==> src/design/bale_pkg.sv <==
`timescale 1ns / 1ps
`default_nettype none
// ----------------------------------------------------------------------------
// bale_pkg
// Types and constants shared by the bounded list engine, its cells and its
// checker.
// ----------------------------------------------------------------------------
package bale_pkg;

  localparam int unsigned Capacity = 64;
  localparam int unsigned DataW    = 32;
  localparam int unsigned KindW    = 3;
  localparam int unsigned PosW     = 6;
  localparam int unsigned LimitW   = 7;
  localparam int unsigned CountW   = 7;
  localparam int unsigned StatusW  = 2;

  localparam logic [LimitW-1:0] LimitReset = 7'd64;

  typedef enum logic [KindW-1:0] {
    K_INSERT   = 3'd0,
    K_APPEND   = 3'd1,
    K_CONTAINS = 3'd2,
    K_GET      = 3'd3,
    K_REMOVE   = 3'd4,
    K_SET      = 3'd5
  } kind_e;

  typedef enum logic [StatusW-1:0] {
    ST_OK        = 2'd0,
    ST_BAD_INDEX = 2'd1,
    ST_FULL      = 2'd2
  } status_e;

  typedef enum logic [1:0] {
    OP_HOLD   = 2'd0,
    OP_INSERT = 2'd1,
    OP_REMOVE = 2'd2,
    OP_SET    = 2'd3
  } cell_op_e;

  typedef struct packed {
    cell_op_e                 op;
    logic                     look;
    logic signed [DataW-1:0]  value;
  } cell_cmd_t;

  typedef struct packed {
    logic [KindW-1:0]         kind;
    logic [PosW-1:0]          position;
    logic signed [DataW-1:0]  value;
  } req_t;

  typedef struct packed {
    logic signed [DataW-1:0]  read_value;
    logic                     found;
    logic [StatusW-1:0]       status;
    logic [CountW-1:0]        entry_count;
    logic                     is_empty;
    logic                     is_full;
  } rsp_t;

  typedef logic [LimitW-1:0] cfg_t;

endpackage
`default_nettype wire

==> src/design/bale_cell.sv <==
`timescale 1ns / 1ps
`default_nettype none
// ----------------------------------------------------------------------------
// bale_cell
// One list entry: shifts from its neighbors, takes a written value and
// compares its entry against a search value.
// ----------------------------------------------------------------------------
module bale_cell #(
  parameter int unsigned IDX   = 0,
  parameter int unsigned CNT_W = 7
) (
  input  wire logic                             clk_i,
  input  wire bale_pkg::cell_cmd_t              cmd_i,
  input  wire logic [CNT_W-1:0]                 pos_i,
  input  wire logic [CNT_W-1:0]                 cnt_i,
  input  wire logic signed [bale_pkg::DataW-1:0] left_i,
  input  wire logic signed [bale_pkg::DataW-1:0] right_i,
  output logic signed [bale_pkg::DataW-1:0]      data_o,
  output logic                                   match_o
);

  localparam logic [CNT_W-1:0] MyIdx = CNT_W'(IDX);

  logic signed [bale_pkg::DataW-1:0] data_q, data_d;
  logic                              match_q, match_d;
  logic                              at_pos, above_pos;

  always_comb begin
    at_pos    = (MyIdx == pos_i);
    above_pos = (MyIdx > pos_i);
    data_d    = data_q;
    case (cmd_i.op)
      bale_pkg::OP_INSERT: begin
        if (above_pos) begin
          data_d = left_i;
        end else if (at_pos) begin
          data_d = cmd_i.value;
        end
      end
      bale_pkg::OP_REMOVE: begin
        if (above_pos || at_pos) begin
          data_d = right_i;
        end
      end
      bale_pkg::OP_SET: begin
        if (at_pos) begin
          data_d = cmd_i.value;
        end
      end
      default: begin
        data_d = data_q;
      end
    endcase
    // hit is held until the next search
    match_d = cmd_i.look ? ((MyIdx < cnt_i) && (data_q == cmd_i.value)) : match_q;
  end

  always_ff @(posedge clk_i) begin
    data_q  <= data_d;
    match_q <= match_d;
  end

  assign data_o  = data_q;
  assign match_o = match_q;

endmodule
`default_nettype wire

==> config.mk <==
export PLATFORM = sky130hd
export DESIGN_NAME = bale_cell
export DESIGN_NICKNAME = d
export VERILOG_FILES = /design/src/design/bale_pkg.sv /design/src/design/bale_cell.sv
export SDC_FILE = /design/constraint.sdc
export NUM_CORES = 1
export LEC_CHECK = 0
export BUFFER_PORTS_ARGS = -buffer_cell sky130_fd_sc_hd__buf_4
export CORE_MARGIN = 4
export CORE_UTILIZATION = 45
export CTS_CLUSTER_SIZE = 14
export DETAILED_ROUTE_END_ITERATION = 12
export GPL_ROUTABILITY_DRIVEN = 0
export HOLD_SLACK_MARGIN = 0.12
export PLACE_DENSITY = 0.87
export SYNTH_ARGS = -nofsm -noshare
export SYNTH_HDL_FRONTEND = slang
export SYNTH_SLANG_ARGS = --single-unit
==> constraint.sdc <==
create_clock -name clk_i -period 4.65 [get_ports clk_i]
set_clock_uncertainty 0.15 [all_clocks]
set_input_delay 0.6975 -clock clk_i [delete_from_list [all_inputs] [get_ports clk_i]]
set_output_delay 0.6975 -clock clk_i [all_outputs]
set_load 0.02 [all_outputs]
==> summary.log <==
INFO  run_status     run_status=finished, final reports clean
INFO  routing        drt_first_pass_iters=4
INFO  grt            grt_antenna_before_repair=0
INFO  pwr            fin_total_pwr=0.787mW
INFO  cts            cts_tree=built
INFO  worst_setup_path timing.critical_path.fanout_max=32
INFO  run            max_cap_violations=0
INFO  worst_setup_path crit_slowest_cell=sky130_fd_sc_hd__nand2_2
INFO  floorplanning  fp.dieW=76.1um
INFO  cells_and_area area_of_the_multi_input_gates=1040squm
INFO  floorplanning  floorplan.die_area=5790squm
INFO  worst_setup_path worstPathArrival=2.19ns
INFO  worst_setup_path timing_worst_setup_path_type=primary input to register
INFO  timing         slew-limit-headroom=34.5%
INFO  hold_path      hold_depth=1
INFO  grt            global_route_wire_length_before_repair=9070um
INFO  pwr            vdd_drop_max=0.174mV
INFO  logic_synthesis cell_area_after_synthesis=2090squm
INFO  cts            clk_pin_slew_worst_paths=0.07ns
INFO  logic_synthesis ys_warn_count=0
INFO  floorplanning  floorplan.core_area=4410squm
INFO  worst_setup_path critPathCaptureType=register
INFO  routing        routedWlPerCell=15.6um
INFO  logic_synthesis syn-mean-instance-area=11.0squm
INFO  timing         timing.final.crit_share=50.1%
INFO  worst_setup_path cp_data_required_time=4.51ns
INFO  cts            tritoncts.num_buffers=5
INFO  cts            cts_root_buf=sky130_fd_sc_hd__clkbuf_8
INFO  logic_synthesis ys_ff_latch=33
INFO  cells_and_area sequential_cell_area=991squm
INFO  worst_setup_path critical-path-top-delay-family=simple AND/OR/NAND/NOR gates
INFO  hold_path      holdCritStartpoint=cmd_i[32]
INFO  cells_and_area insertedDiodeCount=0
INFO  cts            cts-htree-levels=2
INFO  worst_setup_path r2r_end=match_o
INFO  routing        wirelength=5500um
INFO  hold_path      worstHoldPathType=primary input to register
INFO  timing         final.setup.worst_slack=2.32ns
INFO  logic_synthesis ys_top_cells_by_area=sky130_fd_sc_hd__edfxtp_1, sky130_fd_sc_hd__mux2i_1, sky130_fd_sc_hd__xor2_1
INFO  place          buffer_ports.inserted=114
INFO  place          post-place-ws=2.00ns
INFO  floorplanning  top_level_ports=147
INFO  timing         minimum_clock_period=2.33ns
INFO  routing        postRouteAntennaNets=0
INFO  timing         tns_setup=0ns
INFO  timing         final_max_slew_viol_count=0
INFO  timing         final_hold_viols=0
INFO  logic_synthesis synth_cell_type_count=21
INFO  hold_path      hold-path-endpoint=match_o
INFO  routing        route.vias.total=1801
INFO  cells_and_area drive_gt1_share=42.5%
INFO  timing         fmax=430MHz
INFO  logic_synthesis synthesis.instances=189
INFO  cells_and_area layout.cells.most_common=sky130_fd_sc_hd__buf_4
INFO  logic_synthesis synthesis.nets=303
INFO  timing         worst_pin_slew=0.978ns
INFO  worst_setup_path crit-reg2reg-launch=data_o[12]
INFO  cells_and_area fin_nets=415
INFO  worst_setup_path worstSetupStartpointType=primary input
INFO  cts            cts.path.max_buffers=2
INFO  timing         setup-violations-final=0
INFO  cts            cts_setup_buffers=0
INFO  pwr            power-per-cell-area=259nW/um^2
INFO  routing        initial_drc_count=69
INFO  floorplanning  rows=24
INFO  cells_and_area mostFrequentLayoutCells=sky130_fd_sc_hd__buf_4, sky130_fd_sc_hd__edfxtp_1, sky130_fd_sc_hd__mux2i_1, sky130_fd_sc_hd__nand2_1, sky130_fd_sc_hd__o21ai_1
INFO  logic_synthesis seq_area_frac_synth=47.5%
INFO  cts            clk_latency=0.28ns
INFO  cells_and_area syn_to_final_growth=45.6%
INFO  grt            grt.total_usage=19.1%
INFO  grt            grt_pass1_vias=1868
INFO  logic_synthesis synth.largest_area_cell=sky130_fd_sc_hd__edfxtp_1
INFO  cts            post_cts_resized=0
INFO  floorplanning  die_height=76.1um
INFO  timing         rsz0062_at_grt=false
INFO  routing        route.detailed.vias_per_inst=5.10
INFO  pwr            leakagePower=1.48nW
INFO  routing        drc=0
INFO  grt            grt_overflow=0
INFO  cts            clock_sink_count=33
INFO  worst_setup_path r2r_cells=4
INFO  worst_setup_path crit_chain=buf_4 -> nor3_1 -> nand2_2 -> mux2i_1 -> o21ai_1
INFO  worst_setup_path critPathMaxStageDelay=0.62ns
INFO  place          dp_hpwl=4290um
INFO  floorplanning  initial_cell_density_of_the_core=47.3%
INFO  cts            ctsHoldBuffers=0
INFO  worst_setup_path ff2ff_setup_slack=2.74ns
INFO  cells_and_area fillers=364
INFO  logic_synthesis post-synth-top-area-fraction=47.5%
INFO  grt            maximum_number_of_pins_on_one_net_before_global_route_repair=35
INFO  worst_setup_path cp.buffers_inverters=1
## flip-flops by register name, summed over array words and instances (netlist names)
register  count
match_o       1
data_o       32
## routing by layer
| metal | up-vias | track usage (%) | wire length [um] |
|---|---|---|---|
| li1 | 908 | - | - |
| met1 | 824 | 21.1 | 2130 |
| met2 | 65 | 34.3 | 2910 |
| met3 | 4 | 7.45 | 426 |
| met4 | 0 | 4.02 | 32 |
| met5 | - | 0 | 0 |
## per-stage QoR
stage	instance area [sq um]	hold slack, ns	cells	util, %
CTS	3040	0.450	353	68.8
floorplan	2090	0.633	189	-
detailed placement	2960	0.519	346	67.1
global placement	2960	0.509	346	67.1
global route	3040	0.444	353	68.8
finish	3040	0.457	353	68.8
## cells by family (layout without fill, tap and decap cells)
group / count (synthesis) / after routing / share of synthesized area [%]
buffers and inverters: 10 / 122 / 2.94
XOR/XNOR: 32 / 32 / 13.4
AO/OA/AOI/OAI: 34 / 34 / 8.81
multiplexers: 32 / 32 / 15.3
AND/OR/NAND/NOR: 48 / 48 / 12.0
flip-flops: 33 / 33 / 47.5
## power breakdown
part | switching, mW | internal [mW]
Combinational | 0.0986 | 0.107
Clock | 0.101 | 0.101
Sequential | 0.0208 | 0.359
## final cells by class
| class | count | area share, % |
|---|---|---|
| tap | 52 | 2.14 |
| timing repair buffer | 115 | 28.4 |
| sequential | 33 | 32.6 |
| clock inverter | 1 | 0.124 |
| multi-input combinational | 146 | 34.3 |
| clock buffer | 6 | 2.39 |
## synth_stat cells (all sizes together)
master / number
a31o: 1
nand2: 33
nor4: 9
clkbuf: 4
o21ai: 32
nor3: 2
nand3: 1
xnor2: 4
nand4: 2
buf: 6
a2111oi: 1
edfxtp: 33
nor2b: 1
mux2i: 32
xor2: 28
## worst max path at each step
| stage | slack, ns | start | cells past startpoint | end |
|---|---|---|---|---|
| global route | 2.20 | pos_i[4] | 5 | data_o[30] |
| finish | 2.32 | pos_i[4] | 5 | data_o[8] |
| detailed placement | 2.00 | pos_i[3] | 5 | data_o[8] |
| global placement | 2.02 | pos_i[3] | 5 | data_o[6] |
| floorplan | 2.56 | pos_i[3] | 2 | data_o[0] |
| CTS | 2.30 | pos_i[3] | 5 | data_o[22] |
No activity file was read; power rests on OpenSTA's default activity.
